### src/hw/rtl/bra_pkg.sv
// Shared types and constants of the banker's resource allocator.
// No dependencies; imported by the top level, the port checker and the testbench.
`timescale 1ns / 1ps

package bra_pkg;

    // Widths of the fields of one word on each channel.
    localparam int OPCODE_W = 3;
    localparam int PROC_W   = 3;
    localparam int RES_W    = 2;
    localparam int AMT_W    = 16;
    localparam int OUT_W    = 16;

    // Width and limit of the working free counts inside the safety check.
    localparam int            WORK_W   = 20;
    localparam logic [19:0]   WORK_MAX = 20'hFFFFF;

    // Operation codes. The two spare codes leave the state alone.
    localparam logic [2:0] OP_LOAD_FREE  = 3'd0;
    localparam logic [2:0] OP_LOAD_MAX   = 3'd1;
    localparam logic [2:0] OP_LOAD_ALLOC = 3'd2;
    localparam logic [2:0] OP_CHECK      = 3'd3;
    localparam logic [2:0] OP_RELEASE    = 3'd4;
    localparam logic [2:0] OP_REQUEST    = 3'd5;
    localparam logic [2:0] OP_SPARE0     = 3'd6;
    localparam logic [2:0] OP_SPARE1     = 3'd7;

    // Result status codes.
    localparam logic [1:0] ST_DONE    = 2'd0;
    localparam logic [1:0] ST_EXCEEDS = 2'd1;
    localparam logic [1:0] ST_NO_FREE = 2'd2;
    localparam logic [1:0] ST_UNSAFE  = 2'd3;

    typedef enum logic [2:0] {
        S_IDLE,
        S_EXEC,
        S_INIT,
        S_SCAN,
        S_ROLL,
        S_DONE
    } t_state;

    typedef struct packed {
        logic [OPCODE_W-1:0] opcode;
        logic [PROC_W-1:0]   process;
        logic [RES_W-1:0]    resource;
        logic [AMT_W-1:0]    amount;
    } t_in;

    typedef struct packed {
        logic             granted;
        logic [1:0]       status;
        logic             safe;
        logic [OUT_W-1:0] free_after;
        logic [OUT_W-1:0] need_after;
    } t_out;

endpackage

### src/hw/rtl/bankers_resource_allocator_top.sv
// Banker's algorithm allocator: state tables, operation datapath and safety-check sequencer.
// Depends on bra_pkg for the word types, operation codes and status codes.
`timescale 1ns / 1ps

// How to use this block:
// The input channel (i_valid / o_ready / i_data) takes one operation word: an opcode,
// a process index, a resource index and an amount. The output channel
// (o_valid / i_ready / o_data) returns exactly one result word per operation.
// An operation word is taken only while the sequencer is idle. It passes through the
// operation datapath and a step that seeds the safety check, and then the check
// visits one process row per cycle, testing all resources of that row at once.
// Rows are swept in order until every process has finished or a whole sweep makes
// no progress. A request that turns out unsafe is rolled back in a separate state
// before its result is loaded. The row compare and add unit is shared by all rows.
// The next word is taken once the result is loaded, so the block does not take a
// new word before it is through with the last one.
// The result sits in an output register, so once it is loaded the block is idle
// again and takes the next word while the receiver still stalls. If the receiver
// has not taken the previous result when a new one is ready, the sequencer waits.
// Synchronous reset clears all tables (maximum demand, allocation, need, free
// units), the finished flags and the handshake state.

module bankers_resource_allocator_top #(
    parameter int NUM_PROCESSES = 8,
    parameter int NUM_RESOURCES = 4,
    parameter int UNIT_WIDTH    = 16
) (
    input  logic          i_clk,
    input  logic          i_rst_n,
    input  logic          i_valid,
    output logic          o_ready,
    input  bra_pkg::t_in  i_data,
    output logic          o_valid,
    input  logic          i_ready,
    output bra_pkg::t_out o_data
);
    import bra_pkg::*;

    // Index widths of the tables, and widths wide enough to compare the fields
    // against the table sizes.
    localparam int PIW  = (NUM_PROCESSES > 1) ? $clog2(NUM_PROCESSES) : 1;
    localparam int RIW  = (NUM_RESOURCES > 1) ? $clog2(NUM_RESOURCES) : 1;
    localparam int PCW  = $clog2(NUM_PROCESSES + 1);
    localparam int RCW  = $clog2(NUM_RESOURCES + 1);
    localparam int PXW  = (PCW > PROC_W) ? ((PCW > PIW) ? PCW : PIW)
                                         : ((PROC_W > PIW) ? PROC_W : PIW);
    localparam int RXW  = (RCW > RES_W) ? ((RCW > RIW) ? RCW : RIW)
                                        : ((RES_W > RIW) ? RES_W : RIW);
    localparam int AXW  = (UNIT_WIDTH > AMT_W) ? UNIT_WIDTH : AMT_W;
    // Compare width inside the safety check.
    localparam int CW   = (UNIT_WIDTH > WORK_W) ? UNIT_WIDTH : WORK_W;
    localparam int CNTW = $clog2(NUM_PROCESSES + 1);

    localparam logic [UNIT_WIDTH-1:0] UNIT_MAX  = {UNIT_WIDTH{1'b1}};
    localparam logic [CW-1:0]         WMAX_EXT  = CW'(WORK_MAX);
    localparam logic [PIW-1:0]        LAST_PROC = PIW'(NUM_PROCESSES - 1);
    localparam logic [CNTW-1:0]       ALL_PROCS = CNTW'(NUM_PROCESSES);

    function automatic logic [UNIT_WIDTH-1:0] sat_add(
        input logic [UNIT_WIDTH-1:0] a,
        input logic [UNIT_WIDTH-1:0] b
    );
        logic [UNIT_WIDTH:0] s;
        s = {1'b0, a} + {1'b0, b};
        return s[UNIT_WIDTH] ? UNIT_MAX : s[UNIT_WIDTH-1:0];
    endfunction

    function automatic logic [UNIT_WIDTH-1:0] sat_sub(
        input logic [UNIT_WIDTH-1:0] a,
        input logic [UNIT_WIDTH-1:0] b
    );
        return (a > b) ? (a - b) : '0;
    endfunction

    // State tables. Each table is read at the addressed cell; need and allocation also at the row under scan.
    logic [UNIT_WIDTH-1:0] r_max   [NUM_PROCESSES][NUM_RESOURCES];
    logic [UNIT_WIDTH-1:0] r_alloc [NUM_PROCESSES][NUM_RESOURCES];
    logic [UNIT_WIDTH-1:0] r_need  [NUM_PROCESSES][NUM_RESOURCES];
    logic [UNIT_WIDTH-1:0] r_free  [NUM_RESOURCES];

    // Safety check working state.
    logic [WORK_W-1:0]        r_work [NUM_RESOURCES];
    logic [WORK_W-1:0]        n_work [NUM_RESOURCES];
    logic [NUM_PROCESSES-1:0] r_fin, n_fin;
    logic [CNTW-1:0]          r_cnt, n_cnt;
    logic [PIW-1:0]           r_scan, n_scan;
    logic                     r_prog, n_prog;

    // Sequencer and the operation being worked on.
    t_state                r_state, n_state;
    logic [2:0]            r_op;
    logic [PIW-1:0]        r_pidx;
    logic [RIW-1:0]        r_ridx;
    logic                  r_pok, r_rok;
    logic [UNIT_WIDTH-1:0] r_amt;
    logic                  r_granted, n_granted;
    logic [1:0]            r_status, n_status;
    logic                  r_tent, n_tent;
    logic                  r_safe, n_safe;

    // Output register.
    logic r_ovalid, n_ovalid;
    t_out r_odata, n_odata;

    // Field decode at the input.
    logic [PXW-1:0] in_pext;
    logic [RXW-1:0] in_rext;
    logic [AXW-1:0] in_aext;
    logic           in_pok, in_rok;

    assign in_pext = PXW'(i_data.process);
    assign in_rext = RXW'(i_data.resource);
    assign in_aext = AXW'(i_data.amount);
    assign in_pok  = in_pext < PXW'(NUM_PROCESSES);
    assign in_rok  = in_rext < RXW'(NUM_RESOURCES);

    // Cell writes from the operation datapath.
    logic                  wr_free, wr_max, wr_alloc, wr_need;
    logic [UNIT_WIDTH-1:0] wd_free, wd_max, wd_alloc, wd_need;

    logic [UNIT_WIDTH-1:0] cur_free, cur_max, cur_alloc, cur_need, tmp_sum;

    assign cur_free  = r_free[r_ridx];
    assign cur_max   = r_max[r_pidx][r_ridx];
    assign cur_alloc = r_alloc[r_pidx][r_ridx];
    assign cur_need  = r_need[r_pidx][r_ridx];

    // Row test of the safety check.
    logic row_fits, chk_done, chk_safe;
    logic [CNTW-1:0] cnt_step;
    logic            prog_step;
    logic [CW:0]     work_sum [NUM_RESOURCES];

    always_comb begin
        row_fits = !r_fin[r_scan];
        for (int r = 0; r < NUM_RESOURCES; r++) begin
            if (CW'(r_need[r_scan][r]) > CW'(r_work[r])) begin
                row_fits = 1'b0;
            end
            work_sum[r] = (CW + 1)'(r_work[r]) + (CW + 1)'(r_alloc[r_scan][r]);
        end
        cnt_step  = r_cnt + CNTW'(row_fits);
        prog_step = r_prog | row_fits;
        chk_done  = (cnt_step == ALL_PROCS) || ((r_scan == LAST_PROC) && !prog_step);
        chk_safe  = (cnt_step == ALL_PROCS);
    end

    // Next state.
    always_comb begin
        n_state = r_state;
        case (r_state)
            S_IDLE: begin
                if (i_valid) begin
                    n_state = S_EXEC;
                end
            end
            S_EXEC: n_state = S_INIT;
            S_INIT: n_state = S_SCAN;
            S_SCAN: begin
                if (chk_done) begin
                    n_state = (r_tent && !chk_safe) ? S_ROLL : S_DONE;
                end
            end
            S_ROLL: n_state = S_DONE;
            S_DONE: begin
                if (!r_ovalid || i_ready) begin
                    n_state = S_IDLE;
                end
            end
            default: n_state = S_IDLE;
        endcase
    end

    // Datapath and outputs of each state.
    always_comb begin
        wr_free   = 1'b0;
        wr_max    = 1'b0;
        wr_alloc  = 1'b0;
        wr_need   = 1'b0;
        wd_free   = cur_free;
        wd_max    = cur_max;
        wd_alloc  = cur_alloc;
        wd_need   = cur_need;
        tmp_sum   = '0;
        n_granted = r_granted;
        n_status  = r_status;
        n_tent    = r_tent;
        n_safe    = r_safe;
        n_work    = r_work;
        n_fin     = r_fin;
        n_cnt     = r_cnt;
        n_scan    = r_scan;
        n_prog    = r_prog;
        n_ovalid  = r_ovalid && !i_ready;
        n_odata   = r_odata;

        case (r_state)
            S_IDLE: begin
                n_granted = 1'b0;
                n_status  = ST_DONE;
                n_tent    = 1'b0;
                n_safe    = 1'b0;
            end
            S_EXEC: begin
                case (r_op)
                    OP_LOAD_FREE: begin
                        if (r_rok) begin
                            wr_free   = 1'b1;
                            wd_free   = r_amt;
                            n_granted = 1'b1;
                        end
                    end
                    OP_LOAD_MAX: begin
                        if (r_pok && r_rok) begin
                            wr_max    = 1'b1;
                            wd_max    = r_amt;
                            wr_need   = 1'b1;
                            wd_need   = sat_sub(r_amt, cur_alloc);
                            n_granted = 1'b1;
                        end
                    end
                    OP_LOAD_ALLOC: begin
                        if (r_pok && r_rok) begin
                            tmp_sum   = sat_add(cur_free, cur_alloc);
                            wr_free   = 1'b1;
                            wd_free   = sat_sub(tmp_sum, r_amt);
                            wr_alloc  = 1'b1;
                            wd_alloc  = r_amt;
                            wr_need   = 1'b1;
                            wd_need   = sat_sub(cur_max, r_amt);
                            n_granted = 1'b1;
                        end
                    end
                    OP_CHECK: n_granted = 1'b1;
                    OP_RELEASE: begin
                        if (r_pok && r_rok) begin
                            if (r_amt > cur_alloc) begin
                                n_status = ST_EXCEEDS;
                            end else begin
                                wr_alloc  = 1'b1;
                                wd_alloc  = cur_alloc - r_amt;
                                wr_free   = 1'b1;
                                wd_free   = sat_add(cur_free, r_amt);
                                wr_need   = 1'b1;
                                wd_need   = sat_add(cur_need, r_amt);
                                n_granted = 1'b1;
                            end
                        end
                    end
                    OP_REQUEST: begin
                        if (r_pok && r_rok) begin
                            if (r_amt > cur_need) begin
                                n_status = ST_EXCEEDS;
                            end else if (r_amt > cur_free) begin
                                n_status = ST_NO_FREE;
                            end else begin
                                // Applied tentatively; the check decides whether it stays.
                                wr_free  = 1'b1;
                                wd_free  = cur_free - r_amt;
                                wr_alloc = 1'b1;
                                wd_alloc = sat_add(cur_alloc, r_amt);
                                wr_need  = 1'b1;
                                wd_need  = cur_need - r_amt;
                                n_tent   = 1'b1;
                            end
                        end
                    end
                    default: n_status = ST_DONE;
                endcase
            end
            S_INIT: begin
                for (int r = 0; r < NUM_RESOURCES; r++) begin
                    n_work[r] = (CW'(r_free[r]) > WMAX_EXT) ? WORK_MAX
                                                            : WORK_W'(r_free[r]);
                end
                n_fin  = '0;
                n_cnt  = '0;
                n_scan = '0;
                n_prog = 1'b0;
            end
            S_SCAN: begin
                if (row_fits) begin
                    n_fin[r_scan] = 1'b1;
                    for (int r = 0; r < NUM_RESOURCES; r++) begin
                        n_work[r] = (work_sum[r] > (CW + 1)'(WMAX_EXT)) ? WORK_MAX
                                                                       : WORK_W'(work_sum[r]);
                    end
                end
                n_cnt  = cnt_step;
                n_prog = prog_step;
                if (r_scan == LAST_PROC) begin
                    n_scan = '0;
                    n_prog = 1'b0;
                end else begin
                    n_scan = r_scan + PIW'(1);
                end
                if (chk_done) begin
                    n_safe = chk_safe;
                    if (r_tent && chk_safe) begin
                        n_granted = 1'b1;
                    end
                end
            end
            S_ROLL: begin
                wr_free   = 1'b1;
                wd_free   = cur_free + r_amt;
                wr_alloc  = 1'b1;
                wd_alloc  = cur_alloc - r_amt;
                wr_need   = 1'b1;
                wd_need   = cur_need + r_amt;
                n_status  = ST_UNSAFE;
                n_granted = 1'b0;
                n_safe    = 1'b0;
            end
            S_DONE: begin
                if (!r_ovalid || i_ready) begin
                    n_ovalid           = 1'b1;
                    n_odata.granted    = r_granted;
                    n_odata.status     = r_status;
                    n_odata.safe       = r_safe;
                    n_odata.free_after = r_rok ? OUT_W'(cur_free) : '0;
                    n_odata.need_after = (r_pok && r_rok) ? OUT_W'(cur_need) : '0;
                end
            end
            default: n_status = ST_DONE;
        endcase
    end

    always_ff @(posedge i_clk) begin
        if (!i_rst_n) begin
            r_state  <= S_IDLE;
            r_ovalid <= 1'b0;
            r_tent   <= 1'b0;
            r_fin    <= '0;
            r_cnt    <= '0;
            r_scan   <= '0;
            r_prog   <= 1'b0;
            for (int p = 0; p < NUM_PROCESSES; p++) begin
                for (int r = 0; r < NUM_RESOURCES; r++) begin
                    r_max[p][r]   <= '0;
                    r_alloc[p][r] <= '0;
                    r_need[p][r]  <= '0;
                end
            end
            for (int r = 0; r < NUM_RESOURCES; r++) begin
                r_free[r] <= '0;
            end
        end else begin
            r_state  <= n_state;
            r_ovalid <= n_ovalid;
            r_tent   <= n_tent;
            r_fin    <= n_fin;
            r_cnt    <= n_cnt;
            r_scan   <= n_scan;
            r_prog   <= n_prog;
            if (wr_free) begin
                r_free[r_ridx] <= wd_free;
            end
            if (wr_max) begin
                r_max[r_pidx][r_ridx] <= wd_max;
            end
            if (wr_alloc) begin
                r_alloc[r_pidx][r_ridx] <= wd_alloc;
            end
            if (wr_need) begin
                r_need[r_pidx][r_ridx] <= wd_need;
            end
        end
    end

    // Payload registers need no reset.
    always_ff @(posedge i_clk) begin
        r_granted <= n_granted;
        r_status  <= n_status;
        r_safe    <= n_safe;
        r_work    <= n_work;
        r_odata   <= n_odata;
        if (r_state == S_IDLE && i_valid) begin
            r_op   <= i_data.opcode;
            r_pok  <= in_pok;
            r_rok  <= in_rok;
            r_pidx <= in_pok ? in_pext[PIW-1:0] : '0;
            r_ridx <= in_rok ? in_rext[RIW-1:0] : '0;
            r_amt  <= in_aext[UNIT_WIDTH-1:0];
        end
    end

    assign o_ready = (r_state == S_IDLE);
    assign o_valid = r_ovalid;
    assign o_data  = r_odata;

endmodule

### config.mk
export PLATFORM = sky130hd
export DESIGN_NAME = bankers_resource_allocator_top
export DESIGN_NICKNAME = d
export VERILOG_FILES = /design/src/hw/rtl/bra_pkg.sv /design/src/hw/rtl/bankers_resource_allocator_top.sv
export SDC_FILE = /design/constraint.sdc
export NUM_CORES = 2
export LEC_CHECK = 0
export ABC_AREA = 1
export BUFFER_PORTS_ARGS = -buffer_cell sky130_fd_sc_hd__buf_2
export CAP_MARGIN = 10
export CELL_PAD_IN_SITES_DETAIL_PLACEMENT = 1
export CELL_PAD_IN_SITES_GLOBAL_PLACEMENT = 2
export CORE_MARGIN = 2
export CORE_UTILIZATION = 44
export DETAILED_ROUTE_END_ITERATION = 10
export PLACE_DENSITY = 0.92
export SYNTH_ARGS = -nofsm -noshare
export SYNTH_HDL_FRONTEND = slang
export SYNTH_SLANG_ARGS = --single-unit
### constraint.sdc
create_clock -name i_clk -period 10.2 [get_ports i_clk]
set_input_delay 0 -clock i_clk [delete_from_list [all_inputs] [get_ports i_clk]]
set_output_delay 0 -clock i_clk [all_outputs]
set_load 0.1 [all_outputs]
==> reports/qor.log <==
INFO  run_status     status=complete, no violations
INFO  route          routed.top_layer=met5
INFO  power_and_ir_drop total_power=39.24mW
INFO  power_and_ir_drop power_frac_comb=58.5%
INFO  route          remaining_drc_errors=0
INFO  job            cap_viol_max_count=0
INFO  grt            maximum_number_of_pins_on_one_net_before_global_route_repair=193
INFO  cells_and_area nFillCells=27735
INFO  power_and_ir_drop sequential_share_of_power=22.9%
INFO  clocking       clock_tree_from_tritoncts=built
INFO  power_and_ir_drop p_clk_share=18.6%
INFO  cells_and_area finalNetCount=12417
INFO  synthesis      yosys_warnings=0
INFO  place          last_weighted_congestion_value_of_the_routability_driven_placer=0.9908
INFO  critical_path  path_common_cell=nand2_1
INFO  cells_and_area design_area=115100um^2
INFO  grt            grt_use_total=38.45%
INFO  die            start_util=44.21%
INFO  power_and_ir_drop switching_power=21.32mW
INFO  timing         hold-worst-slack=0.05847ns
INFO  timing         finalCriticalPeriod=8.892ns
INFO  timing         relSlewSlack=13.61%
INFO  critical_path  critPathRequiredTime=10.70ns
INFO  clocking       clk_root_buffer_cell=clkbuf_16
INFO  die            io_pins=66
INFO  timing         fin_crit_sh=87.17%
INFO  clocking       clock_path_buffers=3
INFO  critical_path  setup.worst_path.start_class=register
INFO  synthesis      avg_inst_size_synth=8.513um^2
INFO  route          drt_pass1_iterations=8
INFO  power_and_ir_drop switching_power_share_of_the_total=54.34%
INFO  die            die_h=492.6um
INFO  route          routedLengthMet1=177600um
INFO  synthesis      yosys_most_used_dff=edfxtp_1
INFO  clocking       clock_net_sink_count=1773
INFO  place          dp_worst_setup_slack=1.687ns
INFO  timing         rsz0062_at_grt=no
INFO  grt            globalRouteOverflowTotal=0
INFO  cells_and_area layout-drive-gt1-share=7.404%
INFO  timing         max_slew.worst_pin.slew=1.291ns
INFO  critical_path  setup.worst_path.end_class=register
INFO  critical_path  cp_max_fo=89
INFO  route          postRouteAntennaNets=0
INFO  synthesis      synth_edf_count=1744
INFO  route          num_vias=96413
INFO  clocking       numCtsBuffers=200
INFO  place          placement.cell_area=108200um^2
INFO  critical_path  critPathBufInv=3
INFO  worst_hold_path hold_depth=5
INFO  clocking       h_tree_depth_reported_by_cts=4
INFO  route          routed_wl=479800um
INFO  die            coreArea=237600um^2
INFO  clocking       post_cts_setup_buffers=0
INFO  synthesis      postSynthCellCount=12341
INFO  cells_and_area finalNonFillerCells=15427
INFO  critical_path  rrSetupSlack=1.31ns
INFO  timing         post-route-worst-setup-slack=1.308ns
INFO  place          numPortBuffers=65
INFO  synthesis      distinct_cells_synth=63
INFO  critical_path  path_delay_family=simple AND/OR/NAND/NOR gates
INFO  route          viasPerCell=6.250
INFO  critical_path  critical_path.slowest_cell=dfxtp_4
INFO  die            placement_rows=179
INFO  worst_hold_path hp-class=primary input to register
INFO  cells_and_area post-route-util=48.44%
INFO  place          detailedPlacementHpwl=325800um
INFO  critical_path  max_stage_delay=0.78ns
INFO  clocking       clock_pin_slew_worst_setup_and_hold_paths=0.06ns
INFO  route          drt-initial-drc-count=11420
INFO  grt            initial_antenna_violation_count=23
INFO  timing         clock-skew-final=0.04971ns
INFO  critical_path  worst-r2r-cell-count=22
INFO  route          routed_wire_length_per_instance=31.10um
INFO  synthesis      yosysSeqAreaShare=50.40%
INFO  critical_path  cp.arrival=9.40ns
INFO  critical_path  regToRegEndpoint=r_alloc[1][47]$_SDFFCE_PN0P_
INFO  worst_hold_path worstHoldStart=i_ready
INFO  critical_path  crit_path_cell_trace=buf_12, buf_4, a21oi_1, o21ai_0, nand3_1, nand3_1, nand2_1, nor2_1, inv_1, ha_1, nand2_1, nor3_1, nand2_1, nand2_2, nand2_2, nand2_2, nand4_1, nand2_2, nand2_1, nor2_1, nand2_1, nand2_1
INFO  power_and_ir_drop power_density_relative_to_cell_area=341.0nW/um^2
INFO  die            chipWidth=492.6um
INFO  timing         finalMaxSlewViolations=0
INFO  route          met2RoutedLength=217700um
INFO  timing         setup_viol=0
INFO  grt            via_count_of_the_first_global_routing_pass=97450
INFO  synthesis      flops_latches_synth=1773
INFO  timing         fin_setup_tns=0ns
INFO  power_and_ir_drop ir_drop=0.3872mV
INFO  place          placedCellCount=15000
INFO  timing         fmax=112.5MHz
INFO  route          wl_met3=43350um
INFO  die            die_area=242700um^2
INFO  synthesis      mappedNetlistNets=12674
INFO  power_and_ir_drop internal_power=17.92mW
INFO  timing         hold_viol=0
INFO  clocking       post_cts.resized_instances=0
INFO  critical_path  critPathKind=register to register
INFO  grt            grt_first_pass_wirelength=680000um
INFO  synthesis      syn-cell-area=105100um^2
INFO  clocking       clock_latency_on_the_worst_skew_pair=0.90ns
INFO  cells_and_area area_growth=9.552%
INFO  worst_hold_path worstHoldEndpoint=o_valid$_SDFF_PN0_
INFO  power_and_ir_drop total_leakage_power=47.69nW
INFO  synthesis      postSynth.asyncResetShare=0%
==> synthesized netlist by cell type (53+ instances only) <==
library cell  count  area, um^2
xor2_1           97       849.6
clkbuf_1        451        1693
nand4_1          83       519.3
edfxtp_1       1744       52370
a31oi_1         145       907.1
buf_4            76       570.6
a21oi_2          87       762.0
nor2_1         1661        6235
o211ai_1        408        3063
buf_2           315        1577
nand2_1        1962        7365
o221ai_1         97       849.6
nand3_1         510        2552
a21oi_1        1148        5746
inv_1          1403        5266
ha_1            291        3641
o21ai_0        1334        6676
nor3_1           55       275.3
o22ai_1          53       331.6
==> worst register-to-register path, delay by kind of cell, from the launching register on <==
kind / cells / cell delay [ns]
AND/OR/NAND/NOR: 16 / 5.29
buffers and inverters: 3 / 1.55
flip-flops: 1 / 0.78
adder cells (fa/ha/maj): 1 / 0.55
AO/OA/AOI/OAI: 2 / 0.34
==> how the worst max path moves through the flow <==
stage	endpoint	slack (ns)	from	cells past startpoint
2_1_floorplan	r_free[0][11]$_SDFFCE_PN0P_	4.63	register	34
3_3_place_gp	r_free[2][11]$_SDFFCE_PN0P_	1.84	register	28
3_5_place_dp	r_free[1][5]$_SDFFCE_PN0P_	1.69	register	32
4_1_cts	r_free[1][5]$_SDFFCE_PN0P_	1.65	register	32
5_1_grt	r_free[3][11]$_DFFE_PP_	0.88	register	32
6_report	r_alloc[1][47]$_SDFFCE_PN0P_	1.31	register	22
==> cell families (layout without fill, tap and decap cells) <==
kind of cell               Yosys count  in the layout  synth area share (%)
AOI/OAI and AO/OA                 3429           3429                 18.58
xor gates and xnor gates           142            142                 1.184
adders and majority gates          305            305                 3.732
buffers and inverters             2311           2220                 9.050
DFF                               1773           1773                 50.40
other                                0             10                     0
and+or+nand+nor                   4381           4381                 17.05
==> cell type report <==
cell class | count | area [um^2] | share of cell area, %
flip-flops and latches | 1773 | 52970 | 46.03
multi-input cells | 8257 | 42970 | 37.33
inverters | 1423 | 5375 | 4.670
clock buffers | 248 | 5313 | 4.616
well taps | 3167 | 3963 | 3.443
repair buffers | 429 | 3378 | 2.935
clock inverters | 120 | 1099 | 0.9545
diodes | 10 | 25.02 | 0.02174
==> power groups by stage <==
| stage | Sequential, mW | Combinational, mW | Clock, mW |
|---|---|---|---|
| final | 9.00 | 23.0 | 7.28 |
| after global routing | 9.03 | 24.0 | 7.55 |
| after CTS | 8.98 | 22.2 | 7.31 |
| after detailed placement | 9.13 | 22.1 | 0 |
| after global placement | 9.11 | 21.8 | 0 |
| after floorplan | 8.97 | 13.1 | 0 |
==> layer usage <==
layer,global-route usage [%],up-vias
met3,7.226,1353
met4,28.16,18
met5,0,-
met1,46.92,48343
met2,60.95,5026
li1,-,41673
==> layout by cell type (no fill, tap or decap), types with 13 or more instances in the layout <==
cell           count
xor2_1            97
a21o_1            13
nor2_4            14
buf_12            15
clkbuf_16        206
nor2_1          1656
o21ai_1           29
o21bai_1          45
clkinv_2          39
inv_1           1398
ha_1             291
bufinv_16         15
a21oi_1         1142
nand2_2           28
buf_4            299
o21ai_0         1333
clkbuf_1          42
nor3_1            51
a21oi_2           83
edfxtp_1        1744
buf_2             64
xnor2_1           45
o211ai_1         408
fa_1              14
dlygate4sd3_1     49
nand2_1         1962
o221ai_1          97
clkinv_1          52
o22ai_1           52
o21ai_4           16
nand4_1           83
a31oi_1          145
or2_2             20
dfxtp_1           23
nand3_1          508
==> flip-flops by register name, indices dropped and copies added (netlist names), 4 cells and up, named ones only <==
| name | count |
|---|---|
| o_data | 36 |
| r_alloc | 512 |
| r_amt | 16 |
| r_cnt | 4 |
| r_fin | 8 |
| r_free | 64 |
| r_max | 512 |
| r_need | 512 |
| r_work | 80 |
==> repair_timing <==
item	4_1_cts	5_1_grt
endpoints found under the hold margin	283	0
endpoints found under the setup margin	0	0
hold buffers	49	0
No activity file was read; power rests on OpenSTA's default activity.
